[config.mk]
export PLATFORM = sky130hd
export DESIGN_NAME = lru_key_value_cache
export DESIGN_NICKNAME = d
export VERILOG_FILES = /design/src/design/lkv_pkg.sv /design/src/design/lkv_cell.sv /design/src/design/lru_key_value_cache.sv
export SDC_FILE = /design/constraint.sdc
export NUM_CORES = 1
export LEC_CHECK = 0
export ABC_CLOCK_PERIOD_IN_PS = 14630
export BUFFER_PORTS_ARGS = -buffer_cell sky130_fd_sc_hd__buf_2
export CORE_UTILIZATION = 67
export DETAILED_ROUTE_END_ITERATION = 10
export PLACE_DENSITY = 0.82
export SLEW_MARGIN = 20
export SYNTH_ARGS = -nofsm -noshare
export SYNTH_HDL_FRONTEND = slang
export SYNTH_SLANG_ARGS = --single-unit
[constraint.sdc]
create_clock -name clk -period 14.63 [get_ports clk]
set_input_delay 2.926 -clock clk [delete_from_list [all_inputs] [get_ports clk]]
set_output_delay 2.926 -clock clk [all_outputs]
set_load 0.02 [all_outputs]
[src/design/lkv_pkg.sv]
// shared types and constants for the lru key-value cache
package lkv_pkg;

	localparam int unsigned KEY_W       = 32;
	localparam int unsigned DATA_W      = 32;
	localparam int unsigned CAP_W       = 5;
	localparam int unsigned ENTRIES_DEF = 16;

	localparam logic [CAP_W-1:0]  CAP_RESET  = CAP_W'(16);
	localparam logic [DATA_W-1:0] MISS_VALUE = '1;

	localparam logic CMD_GET = 1'b0;
	localparam logic CMD_PUT = 1'b1;

	typedef struct packed {
		logic              valid;
		logic [KEY_W-1:0]  key;
		logic [DATA_W-1:0] data;
	} entry_t;

	typedef struct packed {
		logic en;
		logic put;
		logic hit;
	} ctrl_t;

endpackage

[src/design/lkv_cell.sv]
// one recency slot: holds an entry, compares the key, shifts from its neighbor
module lkv_cell (
	input  logic                       clk,
	input  logic                       arst_n,
	input  lkv_pkg::ctrl_t             ctrl,
	input  logic [lkv_pkg::KEY_W-1:0]  lookup_key,
	input  logic                       keep,
	input  lkv_pkg::entry_t            prev_entry,
	input  logic                       tail_in,
	input  logic [lkv_pkg::DATA_W-1:0] sel_in,
	output lkv_pkg::entry_t            entry,
	output logic                       tail_out,
	output logic [lkv_pkg::DATA_W-1:0] sel_out
);
	import lkv_pkg::*;

	logic              valid_q;
	logic [KEY_W-1:0]  key_q;
	logic [DATA_W-1:0] data_q;
	logic              match;
	logic              shift;

	assign match    = valid_q && (key_q == lookup_key);
	assign tail_out = match | tail_in;
	assign sel_out  = sel_in | (match ? data_q : '0);

	// take the neighbor's entry on a miss insert, or when at or above the hit slot
	assign shift = ctrl.en && ((ctrl.put && !ctrl.hit) || (ctrl.hit && tail_out));

	assign entry.valid = valid_q;
	assign entry.key   = key_q;
	assign entry.data  = data_q;

	always_ff @(posedge clk or negedge arst_n) begin
		if (!arst_n) begin
			valid_q <= 1'b0;
		end else begin
			valid_q <= (shift ? prev_entry.valid : valid_q) & keep;
		end
	end

	always_ff @(posedge clk) begin
		if (shift) begin
			key_q  <= prev_entry.key;
			data_q <= prev_entry.data;
		end
	end

endmodule

[src/design/lru_key_value_cache.sv]
// top level of the lru key-value cache: slot chain, capacity register, result register
//
// A fully associative key-value store of ENTRIES slots kept as a chain of cells in
// recency order, most recent first. Every beat on the request channel is a get
// (cmd 0) or a put (cmd 1) and yields one beat on the response channel: hit tells
// whether the key was held before, read_value carries the stored value for a get
// that hits and all ones otherwise. All cells compare the key in the same cycle and
// shift toward the tail in that cycle, so a request is taken every clock while the
// response register is free or being drained; the path that sets the clock is the
// key compare followed by the hit ripple across the cell chain. capacity_in_use
// (reset 16, 0 acts as 1, values above ENTRIES act as ENTRIES) limits how many
// entries are held; writing it drops the least recent entries beyond the new limit.
module lru_key_value_cache #(
	parameter int unsigned ENTRIES = lkv_pkg::ENTRIES_DEF
) (
	input  logic                              clk,
	input  logic                              arst_n,
	input  logic                              cfg_we,
	input  logic [lkv_pkg::CAP_W-1:0]         capacity_in_use,
	input  logic                              req_valid,
	output logic                              req_ready,
	input  logic                              cmd,
	input  logic signed [lkv_pkg::KEY_W-1:0]  key,
	input  logic signed [lkv_pkg::DATA_W-1:0] value,
	output logic                              rsp_valid,
	input  logic                              rsp_ready,
	output logic                              hit,
	output logic signed [lkv_pkg::DATA_W-1:0] read_value
);
	import lkv_pkg::*;

	localparam int unsigned IDX_W = $clog2(ENTRIES) + 1;
	localparam int unsigned CMP_W = (IDX_W > CAP_W) ? IDX_W : CAP_W;

	logic [CAP_W-1:0]  cap_q;
	logic [CAP_W-1:0]  cap_next;
	logic [CAP_W-1:0]  cap_eff;
	logic              accept;
	logic              any_hit;
	logic [DATA_W-1:0] hit_data;
	ctrl_t             ctrl;
	entry_t            head;
	logic              rsp_valid_q;
	logic              hit_q;
	logic [DATA_W-1:0] read_value_q;

	entry_t            chain   [ENTRIES+1];
	logic              tail    [ENTRIES+1];
	logic [DATA_W-1:0] sel     [ENTRIES+1];
	logic              keep    [ENTRIES];

	assign cap_next = cfg_we ? capacity_in_use : cap_q;
	assign cap_eff  = (cap_next == '0) ? CAP_W'(1) : cap_next;

	assign req_ready = !rsp_valid_q || rsp_ready;
	assign accept    = req_valid && req_ready;

	assign tail[ENTRIES] = 1'b0;
	assign sel[ENTRIES]  = '0;
	assign any_hit       = tail[0];
	assign hit_data      = sel[0];

	assign ctrl.en  = accept;
	assign ctrl.put = (cmd == CMD_PUT);
	assign ctrl.hit = any_hit;

	// new most recent entry
	assign head.valid = 1'b1;
	assign head.key   = key;
	assign head.data  = (cmd == CMD_PUT) ? value : hit_data;
	assign chain[0]   = head;

	for (genvar i = 0; i < ENTRIES; i++) begin : g_cell
		assign keep[i] = CMP_W'(i) < CMP_W'(cap_eff);

		lkv_cell u_cell (
			.clk        (clk),
			.arst_n     (arst_n),
			.ctrl       (ctrl),
			.lookup_key (key),
			.keep       (keep[i]),
			.prev_entry (chain[i]),
			.tail_in    (tail[i+1]),
			.sel_in     (sel[i+1]),
			.entry      (chain[i+1]),
			.tail_out   (tail[i]),
			.sel_out    (sel[i])
		);
	end

	always_ff @(posedge clk or negedge arst_n) begin
		if (!arst_n) begin
			cap_q       <= CAP_RESET;
			rsp_valid_q <= 1'b0;
		end else begin
			cap_q <= cap_next;
			if (accept) begin
				rsp_valid_q <= 1'b1;
			end else if (rsp_ready) begin
				rsp_valid_q <= 1'b0;
			end
		end
	end

	always_ff @(posedge clk) begin
		if (accept) begin
			hit_q        <= any_hit;
			read_value_q <= (cmd == CMD_GET && any_hit) ? hit_data : MISS_VALUE;
		end
	end

	assign rsp_valid  = rsp_valid_q;
	assign hit        = hit_q;
	assign read_value = read_value_q;

endmodule

==> results by group, run 1 <==
Floorplanning
  – Row Count: 92
  – Effective utilization at floorplan: 67.7%
  – Number of top-level pins: 110
  – DIE WIDTH: 255 µm
  – Die H: 255 µm
  – Placeable core region: 63100 µm²
  – Die area: 64800 µm²

Drt
  – Number of design-rule violations left by the first detailed-router iteration: 3326
  – # DRC: 0
  – Total wire length: 106 mm
  – Via count: 23900
  – Post-detailed-route wirelength per cell: 30.3 µm
  – Count of antenna-violating nets left after detailed routing: 0
  – First-pass detailed-route iteration total: 6
  – Vias per std cell: 6.82

Finish
  – Non-filler cells, final: 3500
  – Area of combinational cells with multiple inputs: 9760 µm²
  – Share of post-route cells with drive strength above 1: 12.6%
  – Synth-to-Final Area Change: 10.8%
  – Final-stage net count: 2642
  – Leading cell type in the layout, fill and taps excluded: sky130_fd_sc_hd__edfxtp_1
  – FF/Latch Area: 32300 µm²
  – Leading cell types in the layout, fill and taps excluded: sky130_fd_sc_hd__edfxtp_1, sky130_fd_sc_hd__xor2_1, sky130_fd_sc_hd__xnor2_1, sky130_fd_sc_hd__buf_2, sky130_fd_sc_hd__clkbuf_16
  – Count of fill cells added during filler insertion: 3462
  – Core occupancy in the finished layout: 75.0%

GRT
  – Overall global routing resource usage: 33.5%
  – Largest net degree at the start of global routing: 66
  – Initial antenna violation count: 2
  – Wire length of the first global-routing pass: 154 mm
  – Total global routing overflow: 0
  – Number of global-route vias before repair: 24800

Logic synthesis
  – Most used flip-flop cell after synthesis: sky130_fd_sc_hd__edfxtp_1
  – Sequential element share of the synthesized area: 75.6%
  – Number of synthesized flops with an enable pin: 1057
  – Avg Cell Area, Syn: 17.5 µm²
  – Count of mapped cells out of synthesis: 2444
  – Number of warnings printed during yosys synthesis: 0
  – Flops & latches, synth: 1079
  – Number of unique standard cell types used by synthesis: 53
  – Ys async rst share: 2.04%
  – Mapped Area: 42700 µm²
  – Net count after synthesis: 2519

Clock tree
  – Clock-pin slew of the registers on the worst-case setup and hold paths: 60 ps
  – Later-pin clock latency in the skew report: 660 ps
  – Worst-case clock buffer depth: 3
  – CTS Buf Count: 102
  – Clock tree root buffer cell: sky130_fd_sc_hd__clkbuf_16
  – Clock tree from TritonCTS: done
  – Htree depth: 3
  – Cts-stage hold buffer count: 0
  – Number of resized instances in the post-cts repair step: 0
  – Number of sinks on the clock net: 1079
  – Post-CTS setup buffer count: 0

Pwr
  – Total power density per cell area: 137 nW/µm²
  – Worst IR drop on VDD: 126 µV
  – Standby leakage power: 15.8 nW
  – Power, Total: 6.47 mW

STA
  – Final setup violation count: 0
  – Final worst path period share: 50.2%
  – Slew Limit Fails: 0
  – Shortest clock period the worst path allows after layout: 7340 ps
  – Final Hold Viols: 0
  – Clk_skew: 26.0 ps
  – Measured slew at the worst slew-check pin: 1130 ps
  – Worst max-slew margin expressed relative to the limit: 24.5%
  – RSZ-0062 raised after global routing: false
  – Total negative slack: 0 ps
  – Max Fclk: 136 MHz

Placement
  – GPL Wtd Cong: 0.881
  – Post-DP HPWL: 64.7 mm
  – Port Buf Inserts: 109
  – Placed cells: 3309

Run
  – Number of max-capacitance violations reported: 0

Worst setup path
  – Largest fanout on the critical path: 34
  – Launching element type of the critical path: input pin
  – Worst EP required: 14910 ps
  – Worst Path Class, Setup: in -> reg
  – Crit path arrival time: 7620 ps
  – Endpoint kind of the worst setup timing path: flop

Hold path
  – Worst hold-check path type: reg -> reg

Run status
  – Result of the run: finished clean
[critical path: stages]
cell,delay [ps]
sky130_fd_sc_hd__buf_2,480
sky130_fd_sc_hd__xor2_1,290
sky130_fd_sc_hd__nor4_1,380
sky130_fd_sc_hd__nand4_1,360
sky130_fd_sc_hd__nor4_4,400
sky130_fd_sc_hd__buf_4,580
sky130_fd_sc_hd__nor3_1,150
sky130_fd_sc_hd__nand3_1,260
sky130_fd_sc_hd__o31ai_4,180
sky130_fd_sc_hd__a21oi_4,870
sky130_fd_sc_hd__buf_4,690
[synth_stat cells, types with 4 or more instances]
| library cell | count | area, µm² |
|---|---|---|
| sky130_fd_sc_hd__buf_2 | 36 | 180 |
| sky130_fd_sc_hd__a22oi_1 | 6 | 45.0 |
| sky130_fd_sc_hd__nand4_1 | 74 | 463 |
| sky130_fd_sc_hd__inv_1 | 40 | 150 |
| sky130_fd_sc_hd__nand2_1 | 39 | 146 |
| sky130_fd_sc_hd__clkbuf_1 | 48 | 180 |
| sky130_fd_sc_hd__a31oi_1 | 4 | 25.0 |
| sky130_fd_sc_hd__a21oi_1 | 6 | 30.0 |
| sky130_fd_sc_hd__nor3_1 | 18 | 90.1 |
| sky130_fd_sc_hd__dfrtp_1 | 21 | 526 |
| sky130_fd_sc_hd__nor4b_1 | 4 | 35.0 |
| sky130_fd_sc_hd__o21ai_0 | 8 | 40.0 |
| sky130_fd_sc_hd__and4_1 | 4 | 35.0 |
| sky130_fd_sc_hd__nand3_1 | 27 | 135 |
| sky130_fd_sc_hd__edfxtp_1 | 1057 | 31700 |
| sky130_fd_sc_hd__nand2b_1 | 39 | 244 |
| sky130_fd_sc_hd__buf_4 | 18 | 135 |
| sky130_fd_sc_hd__a21oi_2 | 6 | 52.6 |
| sky130_fd_sc_hd__mux2i_1 | 18 | 180 |
| sky130_fd_sc_hd__xnor2_1 | 127 | 1110 |
| sky130_fd_sc_hd__buf_6 | 23 | 259 |
| sky130_fd_sc_hd__nor3_2 | 6 | 60.1 |
| sky130_fd_sc_hd__nor4_1 | 94 | 588 |
| sky130_fd_sc_hd__a211o_1 | 31 | 272 |
| sky130_fd_sc_hd__nor2_1 | 23 | 86.3 |
| sky130_fd_sc_hd__a221oi_1 | 93 | 815 |
| sky130_fd_sc_hd__xor2_1 | 385 | 3370 |
| sky130_fd_sc_hd__a21boi_0 | 34 | 255 |
| sky130_fd_sc_hd__nor4_2 | 4 | 50.1 |
| sky130_fd_sc_hd__a222oi_1 | 32 | 320 |
| sky130_fd_sc_hd__a22o_1 | 93 | 815 |
[metal layers]
metal / part of all wire, % / track usage [%]
met1: 33 / 42.7
met4: 6.0 / 19.1
met2: 47 / 52.8
met3: 13 / 8.59
met5: 0.014 / 0
[per-stage QoR]
stage               setup slack, ps  instance area, µm²  hold slack, ps
floorplan                      5770               42700             425
global placement               6750               44100             429
detailed placement             6720               44100             435
CTS                            7310               47300             446
global route                   7200               47300             447
finish                         7290               47300             444
[final cells by class]
| type | count | area share [%] |
|---|---|---|
| flip-flops and latches | 1079 | 68.2 |
| diodes | 1 | 0.00529 |
| repair buffers | 146 | 1.76 |
| clock buffers | 134 | 5.91 |
| clock inverters | 56 | 0.928 |
| inverters | 40 | 0.317 |
| multi-input cells | 1198 | 20.6 |
| well taps | 846 | 2.24 |
[state kept, by name (all words and copies together) (netlist names)]
| name | cells |
|---|---|
| rsp_valid | 1 |
| g_cell.u_cell.data_q | 512 |
| read_value | 32 |
| cap_q | 5 |
| g_cell.u_cell.key_q | 512 |
| hit | 1 |
| g_cell.u_cell.valid_q | 16 |
[kinds of logic after synthesis]
group / share of synthesized area [%]
AO/OA/AOI/OAI: 6.38
XOR/XNOR: 10.5
buffers and inverters: 2.13
flip-flops: 75.6
multiplexers: 0.483
AND/OR/NAND/NOR: 4.94
[path summary, 6_finish.rpt]
path,cells past startpoint,endpoint,startpoint,slack (ps)
worst min register to register,0,g_cell[9].u_cell.data_q[23],g_cell[8].u_cell.data_q[23],440
min in group asynchronous,1,cap_q[2],arst_n,2290
worst max-delay path,11,g_cell[9].u_cell.data_q[19],key[15],7290
worst min-delay path,0,g_cell[9].u_cell.data_q[23],g_cell[8].u_cell.data_q[23],440
max in group asynchronous,1,g_cell[6].u_cell.valid_q,arst_n,11910
worst max register to register,10,g_cell[9].u_cell.data_q[19],g_cell[7].u_cell.key_q[15],9730
[power breakdown]
part | leakage [nW] | internal [mW] | switching, mW
clock network | 1.59 | 1.45 | 1.13
registers | 9.98 | 3.51 | 0.0702
logic | 4.26 | 0.0858 | 0.218
Power figures use the tool's default switching activity.
==> run 2, diff against run 1 <==
--- a/config.mk
+++ b/config.mk
@@ -5,11 +5,11 @@
 export SDC_FILE = /design/constraint.sdc
 export NUM_CORES = 1
 export LEC_CHECK = 0
-export ABC_CLOCK_PERIOD_IN_PS = 14630
+export ABC_CLOCK_PERIOD_IN_PS = 7100
 export BUFFER_PORTS_ARGS = -buffer_cell sky130_fd_sc_hd__buf_2
-export CORE_UTILIZATION = 67
+export CORE_UTILIZATION = 62
 export DETAILED_ROUTE_END_ITERATION = 10
-export PLACE_DENSITY = 0.82
+export PLACE_DENSITY = 0.76
 export SLEW_MARGIN = 20
 export SYNTH_ARGS = -nofsm -noshare
 export SYNTH_HDL_FRONTEND = slang
==> constraint.sdc (replaced) <==
create_clock -name clk -period 7.1 [get_ports clk]
set_input_delay 1.42 -clock clk [delete_from_list [all_inputs] [get_ports clk]]
set_output_delay 1.42 -clock clk [all_outputs]
set_load 0.02 [all_outputs]
==> run 2 against run 1 <==
  * Clock-buffer cell count up 1
  * Clock power up 120%
  * Worst setup slack worse by 5800 ps
  * Sequential share of layout area down 1.0 points
  * Final cell count up 1.9%
  * Routed wire length up 2.5%
  * Non-clock buffer count up 36
  * Utilization down 4.0 points
  * First-iteration DRC count down 13%
  * Critical path depth up 1
  * Register-to-register slack worse by 7300 ps
  * Via count down 0.46%
  * Critical endpoint is now g_cell[1].u_cell.key_q[16]
==> results by group, run 2 (synthesis results as in run 1) <==
STA
  – Measured slew at the worst slew-check pin: 1090 ps (-44.6 ps)
  – Clk_skew: 31.9 ps (+5.93 ps)
  – Slew Limit Fails: 0 (unchanged)
  – Final worst hold slack: 437 ps (-7.55 ps)
  – RSZ-0062 raised after global routing: false
  – Max Fclk: 180 MHz
  – Final setup violation count: 0 (unchanged)
  – Worst max-slew margin expressed relative to the limit: 27.3% (+2.8 points)
  – Final Hold Viols: 0 (unchanged)
  – Shortest clock period the worst path allows after layout: 5560 ps
  – Final worst path period share: 78.3%
  – Total negative slack: 0 ps (unchanged)
  – Final critical-path setup slack: 1540 ps (-5750 ps)

GRT
  – Initial antenna violation count: 0 (-2)
  – Wire length of the first global-routing pass: 159 mm (+3.2%)
  – Number of global-route vias before repair: 24500 (-1.2%)
  – Overall global routing resource usage: 31.6% (-1.9 points)
  – Largest net degree at the start of global routing: 66 (unchanged)
  – Total global routing overflow: 0 (unchanged)

Clock tree
  – Cts-stage hold buffer count: 0 (unchanged)
  – Post-CTS setup buffer count: 0 (unchanged)
  – Worst-case clock buffer depth: 3 (unchanged)
  – Later-pin clock latency in the skew report: 670 ps (about the same)
  – Clock tree from TritonCTS: done
  – CTS Buf Count: 105 (+2.9%)
  – Number of resized instances in the post-cts repair step: 0 (unchanged)
  – Htree depth: 3 (unchanged)
  – Clock tree root buffer cell: sky130_fd_sc_hd__clkbuf_16
  – Clock-pin slew of the registers on the worst-case setup and hold paths: 70 ps (about the same)
  – Number of sinks on the clock net: 1079 (unchanged)

Floorplanning
  – Die H: 265 µm (+3.9%)
  – Row Count: 95 (+3.3%)
  – Placeable core region: 67600 µm² (+7.2%)
  – Number of top-level pins: 110 (unchanged)
  – Die area: 70000 µm² (+8.0%)
  – Effective utilization at floorplan: 63.2% (-4.6 points)
  – DIE WIDTH: 265 µm (+3.9%)

Worst setup path
  – Worst EP required: 7440 ps (-7470 ps)
  – Largest fanout on the critical path: 41 (+21%)
  – Top delay family on crit path: simple AND/OR/NAND/NOR gates
  – Stages on worst setup path: 12 (+1)
  – Slowest cell on the critical path: sky130_fd_sc_hd__nor3b_1
  – Launching element type of the critical path: input pin
  – FF-to-FF path depth: 10 (unchanged)
  – Launch point of the worst path: key[12]
  – Crit path arrival time: 5900 ps (-1720 ps)
  – Startpoint of the lowest-slack register-to-register path: g_cell[2].u_cell.key_q[23]
  – Maximum single-stage delay on the critical path: 690 ps (-180 ps)
  – Flop-to-flop setup slack: 2450 ps (-7280 ps)
  – Most common cell type on the critical path: sky130_fd_sc_hd__buf_4
  – Endpoint kind of the worst setup timing path: flop
  – Critical path endpoint: g_cell[1].u_cell.key_q[16]
  – Worst Path Class, Setup: in -> reg
  – Cell breakdown of the critical path: buf_2 -> buf_4 -> xor2_1 -> nor4_1 -> nand4_1 -> nor3_4 -> buf_4 -> nor4b_1 -> nor3b_1 -> nand3_1 -> o21a_4 -> buf_4
  – Buffers and inverters on the worst path: 4 (+1)
  – Destination of the worst register-to-register timing path: g_cell[4].u_cell.data_q[18]

Hold path
  – Min-delay src: g_cell[8].u_cell.data_q[13]
  – Worst hold-check path type: reg -> reg

Drt
  – Count of antenna-violating nets left after detailed routing: 0 (unchanged)
  – # DRC: 0 (unchanged)
  – Via count: 23800 (-0.46%)
  – Post-detailed-route wirelength per cell: 30.5 µm (+0.64%)
  – First-pass detailed-route iteration total: 6 (unchanged)
  – Number of design-rule violations left by the first detailed-router iteration: 2908 (-13%)
  – Total wire length: 109 mm (+2.5%)
  – Vias per std cell: 6.67 (-2.3%)

Finish
  – Final-stage net count: 2681 (+1.5%)
  – Leading cell types in the layout, fill and taps excluded: sky130_fd_sc_hd__edfxtp_1, sky130_fd_sc_hd__xor2_1, sky130_fd_sc_hd__xnor2_1, sky130_fd_sc_hd__buf_2, sky130_fd_sc_hd__clkbuf_16
  – Leading cell type in the layout, fill and taps excluded: sky130_fd_sc_hd__edfxtp_1
  – Non-filler cells, final: 3566 (+1.9%)
  – Core occupancy in the finished layout: 71.0% (-4.0 points)
  – Synth-to-Final Area Change: 12.4%
  – ANT cells: 0 (-1)
  – Share of post-route cells with drive strength above 1: 14.0% (+1.4 points)
  – Cell area after layout: 48000 µm² (+1.5%)

Placement
  – GPL Wtd Cong: 0.893 (+1.4%)
  – Placed cells: 3372 (+1.9%)
  – Post-DP HPWL: 69.8 mm (+7.9%)
  – Pre-CTS setup slack: 940 ps (-5780 ps)
  – Port Buf Inserts: 109 (unchanged)
  – Area after DPL: 44600 µm² (+1.1%)

Pwr
  – Worst IR drop on VDD: 205 µV (+63%)
  – Power, Total: 13.7 mW (+110%)
  – Standby leakage power: 16.1 nW (+2.0%)
  – Total power density per cell area: 286 nW/µm² (+110%)

Run status
  – Result of the run: finished clean

Run
  – Number of max-capacitance violations reported: 0 (unchanged)
run 2: changes by cell type in the layout (fill, tap and decap cells not counted), sizes merged:
cell	before	now
clkbuf	134	135
bufinv	6	14
diode	1	0
clkinvlp	3	6
inv	42	44
buf	146	182
clkinv	45	35
run 2: per-layer routing:
metal,part of all wire (%),GRT usage (%),vias up
li1,-,-,9886
met1,37,43.4,11800
met2,46,48.5,1799
met3,12,7.75,315
met4,4.5,13.7,0
met5,0,0,-
run 2: power breakdown:
part | switching, mW | internal, mW
combinational | 0.470 | 0.200
sequential | 0.139 | 7.24
clock | 2.39 | 3.30
run 2: worst min path at each step:
stage                                   end  slack (ps)  depth (start not counted)
2_1_floorplan  g_cell[10].u_cell.data_q[22]         430                          0
6_report        g_cell[9].u_cell.data_q[13]         440                          0
5_1_grt        g_cell[10].u_cell.data_q[21]         450                          0
4_1_cts         g_cell[9].u_cell.data_q[13]         430                          0
3_5_place_dp    g_cell[8].u_cell.data_q[15]         430                          0
3_3_place_gp   g_cell[11].u_cell.data_q[10]         430                          0
run 2: layout make-up:
class                      instances  area, µm²
sequential                      1079      32300
fill                            4035      19600
multi-input combinational       1198       9750
clock buffer                     135       2800
timing repair buffer             182       1270
tap                              873       1090
clock inverter                    59        689
inverter                          40        151
run 2: worst reg2reg max path, stage by stage, from the launching register on:
cell	delay, ps
sky130_fd_sc_hd__edfxtp_1	410
sky130_fd_sc_hd__xor2_1	180
sky130_fd_sc_hd__nor4_1	720
sky130_fd_sc_hd__nand4_1	280
sky130_fd_sc_hd__nor3_4	240
sky130_fd_sc_hd__buf_4	300
sky130_fd_sc_hd__nor3_1	170
sky130_fd_sc_hd__nand3_1	230
sky130_fd_sc_hd__o31ai_4	170
sky130_fd_sc_hd__a21oi_4	860
sky130_fd_sc_hd__buf_4	690
